`config.mk`:
```
export PLATFORM = sky130hd
export DESIGN_NAME = ring_queue_with_rounded_mean_top_flat
export DESIGN_NICKNAME = d
export VERILOG_FILES = /design/src/hw/rtl/rqm_pkg.sv /design/src/hw/rtl/rqm_req_if.sv /design/src/hw/rtl/rqm_rsp_if.sv /design/src/hw/rtl/rqm_ram.sv /design/src/hw/rtl/rqm_div.sv /design/src/hw/rtl/ring_queue_with_rounded_mean_top.sv /design/src/flat_wrapper.sv
export VERILOG_INCLUDE_DIRS = /design/src /design/src/hw/rtl
export SDC_FILE = /design/constraint.sdc
export NUM_CORES = 1
export LEC_CHECK = 0
export BUFFER_PORTS_ARGS = -buffer_cell sky130_fd_sc_hd__buf_2
export CAP_MARGIN = 10
export CORE_MARGIN = 2
export CORE_UTILIZATION = 45
export DETAILED_ROUTE_END_ITERATION = 16
export GPL_TIMING_DRIVEN = 1
export PLACE_DENSITY = 0.6
export SETUP_SLACK_MARGIN = 0.2
export SLEW_MARGIN = 20
export SYNTH_ARGS = -nofsm -noshare
export SYNTH_HDL_FRONTEND = slang
export SYNTH_SLANG_ARGS = --single-unit
```
`constraint.sdc`:
```
create_clock -name clk -period 11.1 [get_ports clk]
set_input_delay 0.555 -clock clk [delete_from_list [all_inputs] [get_ports clk]]
set_output_delay 0.555 -clock clk [all_outputs]
set_load 0.05 [all_outputs]
```
`src/hw/rtl/ring_queue_with_rounded_mean_top_defines.svh`:
```
// Assertion macros shared by the ring queue RTL.
// Included by the modules that carry concurrent assertions; no other dependencies.
`ifndef RING_QUEUE_WITH_ROUNDED_MEAN_TOP_DEFINES_SVH
`define RING_QUEUE_WITH_ROUNDED_MEAN_TOP_DEFINES_SVH

// Same-cycle implication, disabled while reset is high.
`define RQM_ASSERT_IMPL(lbl, clk, rst, ante, cons, msg) \
  lbl: assert property (@(posedge clk) disable iff (rst) (ante) |-> (cons)) else $error(msg);

// Next-cycle implication, disabled while reset is high.
`define RQM_ASSERT_NEXT(lbl, clk, rst, ante, cons, msg) \
  lbl: assert property (@(posedge clk) disable iff (rst) (ante) |=> (cons)) else $error(msg);

`endif

```
`src/hw/rtl/rqm_pkg.sv`:
```
// Shared constants, command codes and controller state type for the ring queue.
// No dependencies; imported by the interfaces, rqm_div and the top module.
package rqm_pkg;

  localparam int DEPTH      = 5;
  localparam int FIELD_W    = 12;
  localparam int IDX_W      = (DEPTH > 1) ? $clog2(DEPTH) : 1;
  localparam int CNT_W      = $clog2(DEPTH + 1);
  localparam int SUM_W      = FIELD_W + CNT_W;
  localparam int NUM_W      = SUM_W + 1;
  localparam int DEN_W      = CNT_W + 1;
  localparam int ENTRY_W    = 2 * FIELD_W;
  localparam int DIV_DIGITS = 4;
  localparam int DIV_CYCLES = FIELD_W / DIV_DIGITS;

  localparam logic CMD_INSERT = 1'b0;
  localparam logic CMD_REMOVE = 1'b1;

  typedef enum logic [2:0] {
    ST_IDLE,
    ST_POP,
    ST_DIV_START,
    ST_DIV_WAIT,
    ST_DONE
  } rqm_state_t;

endpackage

```
`src/hw/rtl/rqm_req_if.sv`:
```
// Command channel of the ring queue: valid/ready plus command, value and tag.
// Depends on rqm_pkg for the field width.
interface rqm_req_if import rqm_pkg::*; ();
  logic               valid;
  logic               ready;
  logic               cmd;
  logic [FIELD_W-1:0] value;
  logic [FIELD_W-1:0] tag;

  modport source (output valid, cmd, value, tag, input ready);
  modport sink   (input valid, cmd, value, tag, output ready);
endinterface

```
`src/hw/rtl/rqm_rsp_if.sv`:
```
// Result channel of the ring queue: valid/ready plus the result fields.
// Depends on rqm_pkg for the field width.
interface rqm_rsp_if import rqm_pkg::*; ();
  logic               valid;
  logic               ready;
  logic               was_insert;
  logic [FIELD_W-1:0] mean;
  logic               popped_valid;
  logic [FIELD_W-1:0] popped_tag;
  logic [FIELD_W-1:0] popped_value;

  modport source (output valid, was_insert, mean, popped_valid, popped_tag, popped_value,
                  input ready);
  modport sink   (input valid, was_insert, mean, popped_valid, popped_tag, popped_value,
                  output ready);
endinterface

```
`src/hw/rtl/rqm_ram.sv`:
```
// Generic single-write, single-read synchronous RAM with registered read data.
// No dependencies.
module rqm_ram #(
  parameter int WIDTH = 24,
  parameter int WORDS = 5,
  localparam int AW = (WORDS > 1) ? $clog2(WORDS) : 1
) (
  input  logic             clk,
  input  logic             wr_en,
  input  logic [AW-1:0]    wr_addr,
  input  logic [WIDTH-1:0] wr_data,
  input  logic             rd_en,
  input  logic [AW-1:0]    rd_addr,
  output logic [WIDTH-1:0] rd_data
);

  logic [WIDTH-1:0] mem [WORDS];

  always_ff @(posedge clk) begin
    if (wr_en) begin
      mem[wr_addr] <= wr_data;
    end
  end

  always_ff @(posedge clk) begin
    if (rd_en) begin
      rd_data <= mem[rd_addr];
    end
  end

endmodule

```
`src/hw/rtl/rqm_div.sv`:
```
// Multi-cycle divider for the rounded mean, four quotient bits per cycle.
// Depends on rqm_pkg for operand widths; the quotient is known to fit FIELD_W bits.
module rqm_div import rqm_pkg::*; (
  input  logic               clk,
  input  logic               rst,
  input  logic               start,
  input  logic [NUM_W-1:0]   num,
  input  logic [DEN_W-1:0]   den,
  output logic               done,
  output logic [FIELD_W-1:0] quot
);

  localparam int STEP_W = (DIV_CYCLES > 1) ? $clog2(DIV_CYCLES) : 1;

  logic               busy;
  logic [STEP_W-1:0]  step;
  logic [DEN_W-1:0]   rem;
  logic [DEN_W-1:0]   rem_next;
  logic [FIELD_W-1:0] low;
  logic [FIELD_W-1:0] low_next;
  logic [FIELD_W-1:0] quot_next;
  logic [DEN_W-1:0]   den_q;

  // Restoring long division; the remainder always stays below the divisor.
  always_comb begin : digit_steps
    logic [DEN_W:0]     r_v;
    logic [DEN_W-1:0]   rem_v;
    logic [FIELD_W-1:0] low_v;
    logic [FIELD_W-1:0] q_v;
    rem_v = rem;
    low_v = low;
    q_v   = quot;
    for (int i = 0; i < DIV_DIGITS; i++) begin
      r_v   = {rem_v, low_v[FIELD_W-1]};
      low_v = {low_v[FIELD_W-2:0], 1'b0};
      q_v   = {q_v[FIELD_W-2:0], 1'b0};
      if (r_v >= {1'b0, den_q}) begin
        r_v    = r_v - {1'b0, den_q};
        q_v[0] = 1'b1;
      end
      rem_v = r_v[DEN_W-1:0];
    end
    rem_next  = rem_v;
    low_next  = low_v;
    quot_next = q_v;
  end

  always_ff @(posedge clk) begin
    if (rst) begin
      busy <= 1'b0;
      done <= 1'b0;
      step <= '0;
    end else begin
      done <= 1'b0;
      if (start) begin
        busy <= 1'b1;
        step <= STEP_W'(DIV_CYCLES - 1);
      end else if (busy) begin
        step <= step - STEP_W'(1);
        if (step == '0) begin
          busy <= 1'b0;
          done <= 1'b1;
        end
      end
    end
  end

  always_ff @(posedge clk) begin
    if (start) begin
      rem   <= num[NUM_W-1:FIELD_W];
      low   <= num[FIELD_W-1:0];
      quot  <= '0;
      den_q <= den;
    end else if (busy) begin
      rem  <= rem_next;
      low  <= low_next;
      quot <= quot_next;
    end
  end

endmodule

```
`src/hw/rtl/ring_queue_with_rounded_mean_top.sv`:
```
// Ring queue of DEPTH entries (value and tag) with a rounded running mean.
// Request channel req carries cmd, value and tag; the result channel rsp carries
// was_insert, mean, popped_valid, popped_tag and popped_value. Each request
// transaction produces exactly one result transaction, in order.
// Entries live in a RAM with registered read data; head, tail, fill count and the
// running sum are registers. One request is processed at a time: the head
// entry is read in the accept cycle and consumed the cycle after.
// A remove passes through the states POP and DONE before the next accept; an
// insert also passes through DIV_START and DIV_WAIT, where the divider forms
// (2*sum+count)/(2*count) four quotient bits per cycle.
// The result sits in an output register, loaded from state DONE; if rsp is
// stalled the controller holds the finished result and req.ready stays low
// until the output register frees up.
// Synchronous reset empties the queue (count, sum, pointers to zero) and drops
// any pending result; the RAM contents are not cleared and are never used
// before they are written.
// Depends on rqm_pkg, rqm_req_if, rqm_rsp_if, rqm_ram, rqm_div and the defines header.
`include "ring_queue_with_rounded_mean_top_defines.svh"

module ring_queue_with_rounded_mean_top import rqm_pkg::*; (
  input  logic      clk,
  input  logic      rst,
  rqm_req_if.sink   req,
  rqm_rsp_if.source rsp
);

  rqm_state_t state;
  rqm_state_t state_next;

  logic               cmd_q;
  logic [FIELD_W-1:0] value_q;
  logic [FIELD_W-1:0] tag_q;

  logic [IDX_W-1:0]   head;
  logic [IDX_W-1:0]   head_next;
  logic [IDX_W-1:0]   tail;
  logic [IDX_W-1:0]   tail_next;
  logic [CNT_W-1:0]   count;
  logic [CNT_W-1:0]   count_next;
  logic [SUM_W-1:0]   sum;
  logic [SUM_W-1:0]   sum_next;

  logic               res_pv;
  logic               res_pv_next;
  logic [FIELD_W-1:0] res_tag;
  logic [FIELD_W-1:0] res_val;

  logic               accept;
  logic               mem_wr_en;
  logic [ENTRY_W-1:0] rd_data;
  logic [FIELD_W-1:0] rd_value;
  logic [FIELD_W-1:0] rd_tag;
  logic               full;
  logic               empty;
  logic               out_free;
  logic               load_out;

  logic               div_start;
  logic               div_done;
  logic [NUM_W-1:0]   div_num;
  logic [DEN_W-1:0]   div_den;
  logic [FIELD_W-1:0] div_quot;

  function automatic logic [IDX_W-1:0] wrap_inc(input logic [IDX_W-1:0] idx);
    return (idx == IDX_W'(DEPTH - 1)) ? '0 : idx + IDX_W'(1);
  endfunction

  assign accept   = req.valid && req.ready;
  assign rd_value = rd_data[FIELD_W-1:0];
  assign rd_tag   = rd_data[ENTRY_W-1:FIELD_W];
  assign full     = (count == CNT_W'(DEPTH));
  assign empty    = (count == '0);
  assign out_free = !rsp.valid || rsp.ready;
  assign div_num  = {sum, 1'b0} + NUM_W'(count);
  assign div_den  = {count, 1'b0};

  rqm_ram #(
    .WIDTH (ENTRY_W),
    .WORDS (DEPTH)
  ) u_ram (
    .clk     (clk),
    .wr_en   (mem_wr_en),
    .wr_addr (tail),
    .wr_data ({tag_q, value_q}),
    .rd_en   (accept),
    .rd_addr (head),
    .rd_data (rd_data)
  );

  rqm_div u_div (
    .clk   (clk),
    .rst   (rst),
    .start (div_start),
    .num   (div_num),
    .den   (div_den),
    .done  (div_done),
    .quot  (div_quot)
  );

  // Next state.
  always_comb begin
    state_next = state;
    unique case (state)
      ST_IDLE: begin
        if (req.valid) state_next = ST_POP;
      end
      ST_POP: begin
        state_next = (cmd_q == CMD_INSERT) ? ST_DIV_START : ST_DONE;
      end
      ST_DIV_START: state_next = ST_DIV_WAIT;
      ST_DIV_WAIT: begin
        if (div_done) state_next = ST_DONE;
      end
      ST_DONE: begin
        if (out_free) state_next = ST_IDLE;
      end
      default: state_next = ST_IDLE;
    endcase
  end

  // Controller outputs.
  always_comb begin
    req.ready = 1'b0;
    mem_wr_en = 1'b0;
    div_start = 1'b0;
    load_out  = 1'b0;
    unique case (state)
      ST_IDLE:      req.ready = 1'b1;
      ST_POP:       mem_wr_en = (cmd_q == CMD_INSERT);
      ST_DIV_START: div_start = 1'b1;
      ST_DIV_WAIT:  ;
      ST_DONE:      load_out  = out_free;
      default:      ;
    endcase
  end

  // Queue bookkeeping in the cycle the head entry arrives from the RAM.
  // On a full insert the head and tail coincide, so the read precedes the overwrite.
  always_comb begin
    head_next   = head;
    tail_next   = tail;
    count_next  = count;
    sum_next    = sum;
    res_pv_next = 1'b0;
    if (cmd_q == CMD_INSERT) begin
      tail_next = wrap_inc(tail);
      if (full) begin
        head_next = wrap_inc(head);
        sum_next  = sum - SUM_W'(rd_value) + SUM_W'(value_q);
      end else begin
        count_next = count + CNT_W'(1);
        sum_next   = sum + SUM_W'(value_q);
      end
    end else if (!empty) begin
      head_next   = wrap_inc(head);
      count_next  = count - CNT_W'(1);
      sum_next    = sum - SUM_W'(rd_value);
      res_pv_next = 1'b1;
    end
  end

  always_ff @(posedge clk) begin
    if (rst) begin
      state <= ST_IDLE;
      head  <= '0;
      tail  <= '0;
      count <= '0;
      sum   <= '0;
    end else begin
      state <= state_next;
      if (state == ST_POP) begin
        head  <= head_next;
        tail  <= tail_next;
        count <= count_next;
        sum   <= sum_next;
      end
    end
  end

  always_ff @(posedge clk) begin
    if (accept) begin
      cmd_q   <= req.cmd;
      value_q <= req.value;
      tag_q   <= req.tag;
    end
    if (state == ST_POP) begin
      res_pv  <= res_pv_next;
      res_tag <= res_pv_next ? rd_tag : '0;
      res_val <= res_pv_next ? rd_value : '0;
    end
  end

  always_ff @(posedge clk) begin
    if (rst) begin
      rsp.valid <= 1'b0;
    end else if (load_out) begin
      rsp.valid <= 1'b1;
    end else if (rsp.ready) begin
      rsp.valid <= 1'b0;
    end
  end

  always_ff @(posedge clk) begin
    if (load_out) begin
      rsp.was_insert   <= (cmd_q == CMD_INSERT);
      rsp.mean         <= (cmd_q == CMD_INSERT) ? div_quot : '0;
      rsp.popped_valid <= res_pv;
      rsp.popped_tag   <= res_tag;
      rsp.popped_value <= res_val;
    end
  end

  `RQM_ASSERT_IMPL(a_count_bound, clk, rst, 1'b1, count <= CNT_W'(DEPTH), "count overflow")
  `RQM_ASSERT_IMPL(a_ring_align, clk, rst, empty || full, head == tail, "ring misaligned")
  `RQM_ASSERT_NEXT(a_accept_pop, clk, rst, accept, state == ST_POP, "accept without pop")
  `RQM_ASSERT_IMPL(a_div_owner, clk, rst, div_done, state == ST_DIV_WAIT, "stray divide")
  `RQM_ASSERT_IMPL(a_no_overrun, clk, rst, load_out, !rsp.valid || rsp.ready, "result overrun")

endmodule
```
`src/flat_wrapper.sv`:
```
// flat-port wrapper written by rule: the top's interface ports become plain ports
module ring_queue_with_rounded_mean_top_flat import rqm_pkg::*;
  (clk, rst, req_valid, req_cmd, req_value, req_tag, req_ready, rsp_valid, rsp_was_insert, rsp_mean, rsp_popped_valid, rsp_popped_tag, rsp_popped_value, rsp_ready);
  rqm_req_if req_i ();
  rqm_rsp_if rsp_i ();
  input  logic clk;
  input  logic rst;
  input wire logic [$bits(req_i.valid)-1:0] req_valid;
  input wire logic [$bits(req_i.cmd)-1:0] req_cmd;
  input wire logic [$bits(req_i.value)-1:0] req_value;
  input wire logic [$bits(req_i.tag)-1:0] req_tag;
  output wire logic [$bits(req_i.ready)-1:0] req_ready;
  output wire logic [$bits(rsp_i.valid)-1:0] rsp_valid;
  output wire logic [$bits(rsp_i.was_insert)-1:0] rsp_was_insert;
  output wire logic [$bits(rsp_i.mean)-1:0] rsp_mean;
  output wire logic [$bits(rsp_i.popped_valid)-1:0] rsp_popped_valid;
  output wire logic [$bits(rsp_i.popped_tag)-1:0] rsp_popped_tag;
  output wire logic [$bits(rsp_i.popped_value)-1:0] rsp_popped_value;
  input wire logic [$bits(rsp_i.ready)-1:0] rsp_ready;
  assign req_i.valid = req_valid;
  assign req_i.cmd = req_cmd;
  assign req_i.value = req_value;
  assign req_i.tag = req_tag;
  assign req_ready = req_i.ready;
  assign rsp_valid = rsp_i.valid;
  assign rsp_was_insert = rsp_i.was_insert;
  assign rsp_mean = rsp_i.mean;
  assign rsp_popped_valid = rsp_i.popped_valid;
  assign rsp_popped_tag = rsp_i.popped_tag;
  assign rsp_popped_value = rsp_i.popped_value;
  assign rsp_i.ready = rsp_ready;
  ring_queue_with_rounded_mean_top u_core (.clk(clk), .rst(rst), .req(req_i), .rsp(rsp_i));
endmodule
```
Word level (Yosys, flattened, before mapping)
Memories as Yosys holds them, arrays and structs flattened. A register that Yosys moved wholly into a read port is not among the register bits.
Cells that the tools add are included.

word-level totals
  output and inout bits = 40
  bits in latches = 0
  logic and storage cells = 117
  memory bits (writable) = 120
  input port bits = 29
  memory bits (read-only) = 0
  memories = 1
  flip-flop bits (word level) = 151

memories
  memory            depth  bits a word  rd ports  clocked after Yosys merged registers in  wr ports  line           source
  u_core.u_ram.mem  5      24           1         1                                        1         rqm_ram.sv:17  logic [WIDTH-1:0] mem [WORDS];

cells by class
  bitwise logic cells = 2
  $add $sub $neg = 13
  reductions and logical operators = 16
  mux-type cells = 44
  $mul = 0
  shift-type cells = 0
  magnitude comparators = 4
  equality and inequality tests = 12
  div/mod/pow operators = 0

operator list
  operator             number
  $mux 15              3
  $mux 3               12
  $add 15x12->15       2
  $mux 12              2
  $mux 4               6
  $ge 5x4->1           4
  $mux 1               18
  $add 16x3->16        1
  $sub 4x4->4          4
  $pmux 3 s5           1
  $sub 15x12->15       1
  $eq 3x3->1 const B   4
  $add 3x1->3 const B  3
  $reduce_and 3->1     3
  $eq 3x2->1 const B   2
  $logic_not 3->1      2
  $ne 2x2->1 const B   3
  $reduce_bool 2->1    3
  $mux 2               2
  $ne 2x1->1 const B   2
  $reduce_and 2->1     2
  $eq 3x1->1 const B   1
  $reduce_or 3->1      1
  $sub 3x1->3 const B  1
  7 further kinds      8

Longest topological paths before layout
Gate-level depths: netlist of the first run.

  word-level depth = 10
  gate-level depth with buffers = 29

By module
From an unflattened synthesis of the first run, not the netlist that was laid out.

second synthesis, totals
  cells, all modules = 1,063
  area total of the unflattened synthesis = 13,878.3 sq um

modules (own cells, without submodules)
  module                            cells an instance  times used  area each (sq um)
  ring_queue_with_rounded_mean_top  556                1           5,947.0
  rqm_ram                           288                1           5,620.4
  rqm_div                           219                1           2,311.0

Worst setup path after synthesis of the first run
OpenSTA, ideal clock, no wires.

  kind = flip-flop to flip-flop
  start = register u_core.u_div.den_q[2]
  end = register u_core.u_div.rem[2], data pin
  data required time = 10,834 ps
  path slack = 5,765 ps
  path buffers = 1
  arrival = 5,069 ps
  cell stages (with the launch flop) = 26
  cells stage by stage = edfxtp_1 > inv_1 > fa_1 > a211o_1 > a21oi_1 > mux2i_1 > inv_1 > ha_1 > a21boi_0 > or4_4 > mux2_2 > inv_1 > ha_1 > nand3b_1 > nand2_1 > a21oi_1 > o211ai_2 > a21oi_1 > ha_1 > nand2_1 > nor2_1 > o21ai_0 > and3b_1 > buf_6 > mux2i_1 > o21ai_1

on the way
  longest elaborated chain between the ends = 10

RTL lines
  what                                              line                          source
  from (decl)                                       rqm_div.sv:22                 logic [DEN_W-1:0] den_q;
  from (signal assigned)                            rqm_div.sv:73                 den_q <= den;
  $sub 4x4->4 / $ge 5x4->1 (equally long branches)  rqm_div.sv:38, rqm_div.sv:37
  $mux 4                                            rqm_div.sv:37                 if (r_v >= {1'b0, den_q}) begin
  $sub 4x4->4 / $ge 5x4->1 (equally long branches)  rqm_div.sv:38, rqm_div.sv:37
  $mux 4                                            rqm_div.sv:37
  $ge 5x4->1 / $sub 4x4->4 (equally long branches)  rqm_div.sv:37, rqm_div.sv:38
  $mux 4                                            rqm_div.sv:37
  $sub 4x4->4 / $ge 5x4->1 (equally long branches)  rqm_div.sv:38, rqm_div.sv:37
  $mux 4 *                                          rqm_div.sv:37
  $mux 4 *                                          rqm_div.sv:74                 end else if (busy) begin
  $mux 4 *                                          rqm_div.sv:69                 if (start) begin
  to (signal assigned)                              rqm_div.sv:70                 rem <= num[NUM_W-1:FIELD_W];
  to (signal assigned)                              rqm_div.sv:75                 rem <= rem_next;
  to (decl)                                         rqm_div.sv:17                 logic [DEN_W-1:0] rem;

Mark *: on every way between the ends. The rest lies on a longest branch, timed or not. The select of a mux whose other input is x is not followed.
A chain may end at the register's enable or synchronous reset.

Worst setup path after layout of the first run
  start = register u_core.u_div.den_q[2]
  end = register u_core.u_div.rem[3], data pin

The elaborated chain is that of the path after synthesis.

==> results.md, run 1 <==
* Status: complete, no violations
* CTS buffer count at 31
* DR vias/cell at 5.20
* Synth Area per Inst at 14.2 um^2
* Post-Synthesis Cell Area at 12,800 um^2
* Clk Tree Root Cell: clkbuf_16
* Final period utilization at 0.533
* Largest family of logic cells by synthesized area: simple AND/OR/NAND/NOR gates
* Hold_buf cts at 0
* Layout Nets at 1,053
* Drt initial violations at 555
* Clock net sink count at slightly below 300
* Avg WL per Cell at 17.5 um
* Routability Congestion at 0.773
* Max Slew Vio Count at 0
* DRT Pass-1 Iters at 5
* Worst Max-Slew Pin Slew at 1050 ps
* Hold Crit Start: req_tag[9]
* Die area at ~30,000 um^2
* Critical path data required time at 11,390 ps
* I/O pins at 69
* Peak VDD IR at 137 uV
* Die X at 172 um
* CP Launch Point: u_core.u_div.den_q[2]
* Cells along the critical path: inv_1 > fa_1 > a211o_1 > a21oi_1 > mux2i_1 > inv_1 > ha_1 > a21boi_0 > or4_4 > mux2_2 > inv_1 > ha_1 > nand3b_1 > nand2_1 > a21oi_1 > o211ai_2 > a21oi_1 > ha_1 > nand2_1 > nor2_1 > o21ai_0 > and3b_1 > mux2i_1 > o21ai_1
* CTS HTree Levels at 1
* LEAKAGE at 5.16 nW
* Total wire length at 24.1 mm
* Synth top area share at 0.590
* Fmax at 169 MHz
* Main area contributors after synthesis: edfxtp_1 59%, dfxtp_1 6.9%, mux4_2 4.2%
* Seq/Total Area, Yosys at 0.659
* Largest net degree at the start of global routing at 50
* Vias at between 7,000 and 8,000
* HP Class: primary input to register
* PortBufs at 68
* Adder-cell share of the synthesized area at 0.0547
* Most frequent cells in the layout: 251 x edfxtp_1, 68 x buf_2, 60 x nand2_1
* Pre-CTS WS at 5220 ps
* Most common cell after layout, fill and taps aside: edfxtp_1
* Slew margin rel. at 0.302
* Critical path peak fanout at 6
* Clk slew on worst S/H paths at 60 ps
* Yosys top cell by area: edfxtp_1
* Netlist cell types at 61
* DRC violations left at 0
* Multiplexer share of the synthesized area at 0.0795
* Seq cells post-synth at between 200 and 300
* Main synth FF type: edfxtp_1
* Core area at 27,900 um^2
* Initial antenna violation count at 0
* Worst setup margin at 5180 ps
* Yosys warning count at 0
* Die Ht at 172 um
* Final setup violation count at 0
* Total Routing Usage GR at 0.168
* Synth Area in Compound Gates at 0.0665
* Mapped Nets at 976
* Global-route wire length before repair at between 30 and 40 mm
* HPWL after DPL at 15.5 mm
* Post-cts sizing count at 0
* Fin Setup TNS at 0 ps
* Worst path arrival time at between 6000 and 7000 ps
* Crit path kind: register to register
* Post-CTS setup buffer count at 0
* Startpoint Class: register
* RSZ-0062 raised after global routing: no
* Simple-Gate Fraction of Synth Area at 0.0855
* FFs w/ async S/R, synth at 0
* Initial Utilization at 0.458
* Power Dens Cells at 185 nW/um^2
* Critical Path Max Stage Delay at roughly 560 ps
* Max cap viols at 0
* Clk buf depth at 3
* Share of cells above drive strength 1 at 0.197
* Hold Fails Final Rpt at 0
* CTS tree: done
* Vias in the first global route at 6,980
* CP max-delay cell: or4_4
* Routed Antenna Nets at 0
* Diode count at 0
* Row cnt at slightly above 60
* Setup crit end kind: register
* Minimum clock period at 5920 ps
* Synth Instances at ~900
* EDFF count, synth at 251
* Grt ovf at 0
* Worst reg2reg startpoint: u_core.u_div.den_q[2]
* Area delta synth->final at 14.3%
* Latest clock arrival within the worst-skew pair at 570 ps
* Xor and xnor fraction of the mapped netlist area at 0.0309
* Clock skew at 20.5 ps
path summary, 6_finish.rpt:
kind | slack, ps | to | cells after the start
min | 160 | u_core.tag_q[9] | 1
max | 5180 | u_core.u_div.rem[3] | 24
max reg2reg | 5180 | u_core.u_div.rem[3] | 24
min reg2reg | 420 | u_core.rsp.popped_tag[3] | 0
power breakdown:
group          internal [mW]  switching [mW]  leakage (nW)  total [mW]
clock network          0.589           0.419         0.500        1.01
logic                  0.140           0.202          1.99       0.342
registers               1.29          0.0528          2.67        1.34
total                   2.02           0.674          5.16        2.69
layer usage:
metal  GRT usage  wire length (um)
met5           0                 0
met3      0.0211               923
met4      0.0402               422
met2       0.279             11200
met1       0.237             11500
synthesized netlist by cell type (all sizes together), types with 17 or more instances:
cell type / count
edfxtp: 251
nand2: 60
nor2: 60
dfxtp: 44
o21ai: 44
ha: 43
inv: 42
a21oi: 34
clkbuf: 29
mux2: 27
nor3: 25
mux4: 24
xnor2: 23
xor2: 22
and2: 17
mux2i: 17
worst max-delay path, delay by kind of cell, from the launching register on:
kind,cells,cell delay [ps]
compound gates,8,1660
fa+ha+maj,4,1300
simple gates,6,1070
mux,3,840
flops,1,430
buf+inv,3,330
cells by family after synthesis:
group / Yosys count
AOI/OAI and AO/OA: 135
xor gates and xnor gates: 45
adders and majority gates: 51
buffers and inverters: 78
DFF: 295
muxes: 68
and+or+nand+nor: 224
metrics by stage:
step | hold slack [ps] | cell area, um^2 | cells | util | power (mW)
2_1_floorplan | 400 | 12800 | 896 | - | 1.62
3_3_place_gp | 401 | 13600 | 1317 | 0.487 | 1.70
3_5_place_dp | 405 | 13600 | 1317 | 0.487 | 1.71
4_1_cts | 142 | 14600 | 1375 | 0.523 | 2.72
5_1_grt | 144 | 14600 | 1376 | 0.524 | 2.82
6_report | 163 | 14600 | 1376 | 0.524 | 2.69
sequential cells by signal (all words and copies together) (netlist names), 2 cells and up:
register,count
u_core.count,3
u_core.head,3
u_core.res_tag,12
u_core.res_val,12
u_core.rsp.mean,12
u_core.rsp.popped_tag,12
u_core.rsp.popped_value,12
u_core.state,3
u_core.sum,15
u_core.tag_q,12
u_core.tail,3
u_core.u_div.den_q,3
u_core.u_div.low,12
u_core.u_div.quot,12
u_core.u_div.rem,4
u_core.u_div.step,2
u_core.u_ram.mem,120
u_core.u_ram.rd_data,24
u_core.value_q,12
cell type report:
type | instances | area (um^2)
well taps | 378 | 473
multi-input cells | 523 | 4090
inverters | 43 | 161
flip-flops and latches | 295 | 8420
clock inverters | 17 | 156
repair buffers | 79 | 435
clock buffers | 41 | 853
fillers | 2312 | 13300
No activity file was read; power rests on OpenSTA's default activity.
==> run 2, diff against run 1 <==
--- a/config.mk
+++ b/config.mk
@@ -12,7 +12,7 @@
 export CORE_UTILIZATION = 45
 export DETAILED_ROUTE_END_ITERATION = 16
 export GPL_TIMING_DRIVEN = 1
-export PLACE_DENSITY = 0.6
+export PLACE_DENSITY = 0.62
 export SETUP_SLACK_MARGIN = 0.2
 export SLEW_MARGIN = 20
 export SYNTH_ARGS = -nofsm -noshare
==> constraint.sdc (replaced) <==
create_clock -name clk -period 5 [get_ports clk]
set_input_delay 0.25 -clock clk [delete_from_list [all_inputs] [get_ports clk]]
set_output_delay 0.25 -clock clk [all_outputs]
set_load 0.05 [all_outputs]
==> run 2 against run 1 <==
Fmax up 16%; the flow now finishes with violations (setup timing); worst hold slack worse by 110 ps; count of clock-buffer cells in the layout down 6; critical endpoint unchanged; first-iteration DRC count down 26%; clock power up 110%; routed wire length down 2.5%; sequential share of layout area down 2.0 points; via count up 1.4%; global-route usage down 0.37 points; combinational power rose to 2.5 times the previous value; cell count up 4.1%.
==> results.md, run 2 (synthesis gave the netlist of run 1 again) <==
* Worst reg2reg startpoint: u_core.u_div.rem[0]
* Pre-CTS WS at -328 ps
* Max Slew Vio Count at 0
* Row cnt at 61
* Area delta synth->final at 18.4%
* Initial antenna violation count at 1
* Crit path kind: register to register
* Layout Nets at 1,112
* Power Dens Cells at 395 nW/um^2
* Fin cells at 1,432
* Initial Utilization at 0.458
* Status: finished with violations
* Total Routing Usage GR at 0.164
* Avg WL per Cell at 16.4 um
* Hold Path Sink: u_core.rsp.valid
* Startpoint Class: register
* Clk buf depth at 3
* Hold Fails Final Rpt at 0
* Sequential Power Share at 0.499
* Critical Path Max Stage Delay at 430 ps
* Delay-heaviest family, CP: compound AO/OA/AOI/OAI gates
* Total wire length at around 23 mm
* Worst Path Buf+Inv at 4
* Placed instance area at 13,800 um^2
* Vias at ~7,300
* Routed Antenna Nets at 0
* Global-route wire length before repair at roughly 38 mm
* Minimum clock period at 5110 ps
* Dpl cells at 1,346
* HP Class: primary input to register
* Setup crit end kind: register
* Clock net sink count at between 200 and 300
* Clk slew on worst S/H paths at 60 ps
* Biggest regs: u_core.u_ram.mem: 120 flops, u_core.u_ram.rd_data: 24 flops, u_core.sum: 15 flops
* Die X at 172 um
* Diode count at 0
* LEAKAGE at 5.39 nW
* CTS HTree Levels at 1
* Combinational share of power at 0.146
* DR vias/cell at a little over 5
* CP dominant cell by count: a21oi_2
* CTS buffer count at 30
* Clk Tree Root Cell: clkbuf_16
* R2R depth at 26
* Worst setup margin at -113 ps
* DRC violations left at 0
* Worst Max-Slew Pin Slew at 961 ps
* DRT Pass-1 Iters at 4
* Most frequent cells in the layout: 251 x edfxtp_1, 68 x buf_2, 60 x nand2_1
* P_sw at between 1 and 1.5 mW
* Core area at 27,900 um^2
* Hold path cells at 3
* Grt ovf at 0
* Clk pwr share at 0.355
* Hold Crit Start: rsp_ready
* CP max-delay cell: or4_4
* Die Ht at between 150 and 200 um
* Final period utilization at 1.02
* Vias in the first global route at 7,257
* Drt initial violations at 410
* Worst path arrival time at 5370 ps
* Critical path peak fanout at 4
* Top reg by flops: u_core.u_ram.mem
* Max reg flops at 120
* Die area at 29,700 um^2
* Peak VDD IR at 266 uV
* Cell-internal power at ~4.5 mW
* Clock skew at 8.36 ps
* CTS tree: done
* Final setup violation count at 4
* Share of cells above drive strength 1 at 0.227
* I/O pins at 69
* HPWL after DPL at between 15 and 20 mm
* Most common cell after layout, fill and taps aside: edfxtp_1
* Routability Congestion at 0.785
* Fmax at 196 MHz
* Sw Share at 0.248
* Largest net degree at the start of global routing at 39
* Failing checks: setup timing
* Critical R2R Capture: u_core.u_div.rem[3]
* Critical path data required time at 5260 ps
* Reg2Reg Setup Slack at -110 ps
* PortBufs at between 60 and 70
* RSZ-0062 raised after global routing: yes
* Fin area at 15,100 um^2
* Slew margin rel. at 0.358
* Max cap viols at 0
* Latest clock arrival within the worst-skew pair at 540 ps
run 2: metal layers:
metal  track usage  up-vias  part of all wire
met5             0        -                 0
li1              -     3605                 -
met3        0.0211       30             0.036
met1         0.235     3482              0.49
met2         0.268      137              0.46
met4        0.0395        0             0.018
run 2: power groups by stage:
stage | registers, mW | clock network [mW] | logic (mW)
after floorplan | 3.02 | 0 | 0.591
after global placement | 3.02 | 0 | 0.805
after detailed placement | 3.03 | 0 | 0.817
after CTS | 2.98 | 2.17 | 0.870
after global routing | 3.00 | 2.27 | 0.980
final | 2.98 | 2.12 | 0.870
run 2: what timing repair did:
action,CTS,global route
setup endpoints to repair,4,4
pin swaps,6,1
endpoints found under the hold margin,25,0
setup buffers,6,1
gates resized for setup,9,2
hold buffers,25,0
run 2: worst min-delay path: stages:
cell and delay, ps:
buf_2 80, nand2b_1 120, a21oi_1 70
run 2: through the flow:
stage	total power [mW]	hold WS [ps]	setup TNS, ps	utilization
2_1_floorplan	3.61	349	-21.9	-
3_3_place_gp	3.83	403	-573	0.496
3_5_place_dp	3.85	405	-1030	0.496
4_1_cts	6.02	24.2	-388	0.542
5_1_grt	6.25	34.7	-1730	0.543
6_report	5.97	55.1	-368	0.543
run 2: worst max path at each step:
stage | slack, ps | to | from | depth (start not counted)
2_1_floorplan | -10 | u_core.u_div.rem[3] | u_core.u_div.rem[0] | 28
3_3_place_gp | -210 | u_core.u_div.rem[3] | u_core.u_div.rem[0] | 25
3_5_place_dp | -330 | u_core.u_div.rem[3] | u_core.u_div.rem[0] | 24
4_1_cts | -110 | u_core.u_div.rem[3] | u_core.u_div.rem[0] | 26
6_report | -110 | u_core.u_div.rem[3] | u_core.u_div.rem[0] | 26
5_1_grt | -460 | u_core.u_div.rem[2] | u_core.u_div.rem[0] | 26
run 2: final cells by class:
type	count	area, um^2
tap	378	473
inverter	43	161
sequential	295	8420
timing repair buffer	139	936
fill	2309	12700
clock inverter	19	149
clock buffer	35	791
multi-input combinational	523	4190
==> run 3, diff against run 2 <==
--- a/config.mk
+++ b/config.mk
@@ -12,7 +12,7 @@
 export CORE_UTILIZATION = 45
 export DETAILED_ROUTE_END_ITERATION = 16
 export GPL_TIMING_DRIVEN = 1
-export PLACE_DENSITY = 0.62
+export PLACE_DENSITY = 0.6
 export SETUP_SLACK_MARGIN = 0.2
 export SLEW_MARGIN = 20
 export SYNTH_ARGS = -nofsm -noshare
==> constraint.sdc (replaced) <==
create_clock -name clk -period 5.4 [get_ports clk]
set_input_delay 0.27 -clock clk [delete_from_list [all_inputs] [get_ports clk]]
set_output_delay 0.27 -clock clk [all_outputs]
set_load 0.05 [all_outputs]
==> run 3 against run 2 <==
The run now ends clean; die area unchanged; worst hold slack worse by 8.5 ps; sequential power decreased by 7.4%; power shrank 7.2%; clock skew rose by 13 ps; clock power is 6% lower; first-iteration DRC count rose by 24%; routed wire length up 3.2%; critical endpoint unchanged; critical path type unchanged.
==> results.md, run 3 (synthesis gave the netlist of run 1 again) <==
* Reg2Reg Setup Slack at between 200 and 250 ps
* Most frequent cells in the layout: 251 x edfxtp_1, 68 x buf_2, 60 x nand2_1
* Worst setup margin at 230 ps
* HP Class: primary input to register
* Critical path data required time at 5680 ps
* Top reg by flops: u_core.u_ram.mem
* Hold_ws at approximately 47 ps
* Initial antenna violation count at 0
* Crit path kind: register to register
* Clock skew at 21.8 ps
* Total wire length at 24.2 mm
* Most common cell after layout, fill and taps aside: edfxtp_1
* Slew margin rel. at 0.319
* CTS buffer count at 30
* Hold Crit Start: rsp_ready
* Fin cells at 1,423
* PortBufs at 68
* Drt initial violations at 510
* I/O pins at 69
* Pre-CTS WS at -70.6 ps
* Worst reg2reg startpoint: u_core.u_div.rem[0]
* Die area at 29,700 um^2
* Critical path peak fanout at 4
* RSZ-0062 raised after global routing: yes
* Largest net degree at the start of global routing at 48
* Worst path arrival time at 5450 ps
* Status: complete, no violations
* Die Ht at 172 um
* CP Launch Point: u_core.u_div.rem[0]
* Initial Utilization at 0.458
* Max Slew Vio Count at 0
* Startpoint Class: register
* LEAKAGE at 5.37 nW
* Layout Nets at 1,102
* Fmax at between 150 and 200 MHz
* Hold path cells at 3
* DRC violations left at 0
* Critical R2R Capture: u_core.u_div.rem[3]
* Fin Setup TNS at 0 ps
* CP endpoint: u_core.u_div.rem[3]
* Worst Max-Slew Pin Slew at 1020 ps
* Clock net sink count at between 200 and 300
* HPWL after DPL at approximately 16 mm
* Power Dens Cells at 367 nW/um^2
* Share of cells above drive strength 1 at 0.226
* Peak VDD IR at 267 uV
* Vias at around 7,300
* Clk Tree Root Cell: clkbuf_16
* CTS tree: done
* Global-route wire length before repair at 38.6 mm
* Diode count at 0
* Final period utilization at 0.957
* Clk buf depth at 3
* Vias in the first global route at roughly 7,200
* Clk slew on worst S/H paths at ~60 ps
* Avg WL per Cell at 17.0 um
* CTS HTree Levels at 1
* Dpl cells at 1,335
* Routability Congestion at 0.808
* Grt ovf at 0
* DR vias/cell at between 5 and 6
* Minimum clock period at 5170 ps
* Area delta synth->final at 18.1%
* Max cap viols at 0
* Total Routing Usage GR at 0.168
* Setup crit end kind: register
* Final setup violation count at 0
* Row cnt at 61
* R2R depth at 27
* Biggest regs: u_core.u_ram.mem: 120 flops, u_core.u_ram.rd_data: 24 flops, u_core.sum: 15 flops
* Core area at 27,900 um^2
* Die X at 172 um
* DRT Pass-1 Iters at 6
* Max reg flops at 120
* Latest clock arrival within the worst-skew pair at about 560 ps
* Hold Fails Final Rpt at 0
* Routed Antenna Nets at 0
run 3: cell types whose count changed in the layout (fill, tap and decap cells not counted), moves of 2 or more:
| cell | change |
|---|---|
| buf_4 | -12 |
| clkbuf_8 | +4 |
| clkinv_1 | -7 |
| clkinv_2 | +7 |
| clkinv_4 | -2 |
| inv_6 | -2 |
run 3: worst max-delay path, cell delays in order (launching register included):
cell and delay, ps:
edfxtp_1 390, inv_1 70, ha_2 170, inv_2 30, fa_2 330, a211o_1 310
a21oi_2 170, mux2i_2 270, inv_1 100, ha_4 220, a21boi_4 130, or4_4 430
mux2_4 350, inv_2 70, ha_4 190, nand3b_1 70, nand2_1 70, a21oi_2 150
o211ai_2 140, nor2_1 160, a21oi_2 70, ha_1 300, nand2_1 60, nor2_1 40
o21ai_1 100, and3b_2 240, mux2i_1 190, o21ai_1 70
run 3: layer usage:
| metal | share of wire | wire length (um) | global-route usage |
|---|---|---|---|
| met3 | 0.038 | 921 | 0.0240 |
| met4 | 0.024 | 581 | 0.0460 |
| met1 | 0.48 | 11500 | 0.240 |
| met2 | 0.46 | 11200 | 0.269 |
| met5 | 0 | 0 | 0 |
run 3: cell type report:
cell class	instances	area (um^2)
Fill cell	2267	12800
Clock buffer	39	825
Timing Repair Buffer	129	885
Multi-Input combinational cell	523	4170
Inverter	43	161
Tap cell	378	473
Sequential cell	295	8420
Clock inverter	16	139
run 3: how the worst min path moves through the flow:
stage                                   to
6_report                  u_core.rsp.valid
5_1_grt                   u_core.rsp.valid
4_1_cts                   u_core.rsp.valid
3_5_place_dp   u_core.rsp.popped_value[11]
3_3_place_gp    u_core.rsp.popped_value[0]
2_1_floorplan                 u_core.cmd_q
run 3: stage by stage:
| stage | total power [mW] | instance area [um^2] | util |
|---|---|---|---|
| after floorplan | 3.34 | 12800 | - |
| after global placement | 3.54 | 13700 | 0.492 |
| after detailed placement | 3.55 | 13700 | 0.492 |
| after CTS | 5.60 | 15000 | 0.538 |
| after global routing | 5.80 | 15100 | 0.541 |
| final | 5.54 | 15100 | 0.541 |
run 3: what timing repair did:
item / 4_1_cts / 5_1_grt
hold endpoints to repair: 25 / 0
pin swaps: 8 / 5
hold buffers: 25 / 0
resized for setup: 9 / 10
buffers inserted: 5 / 2
setup endpoints to repair: 4 / 4
run 3: power by group:
group | internal, mW | switching (mW) | leakage, nW
combinational | 0.345 | 0.435 | 2.22
clock | 1.17 | 0.830 | 0.477
sequential | 2.65 | 0.107 | 2.67
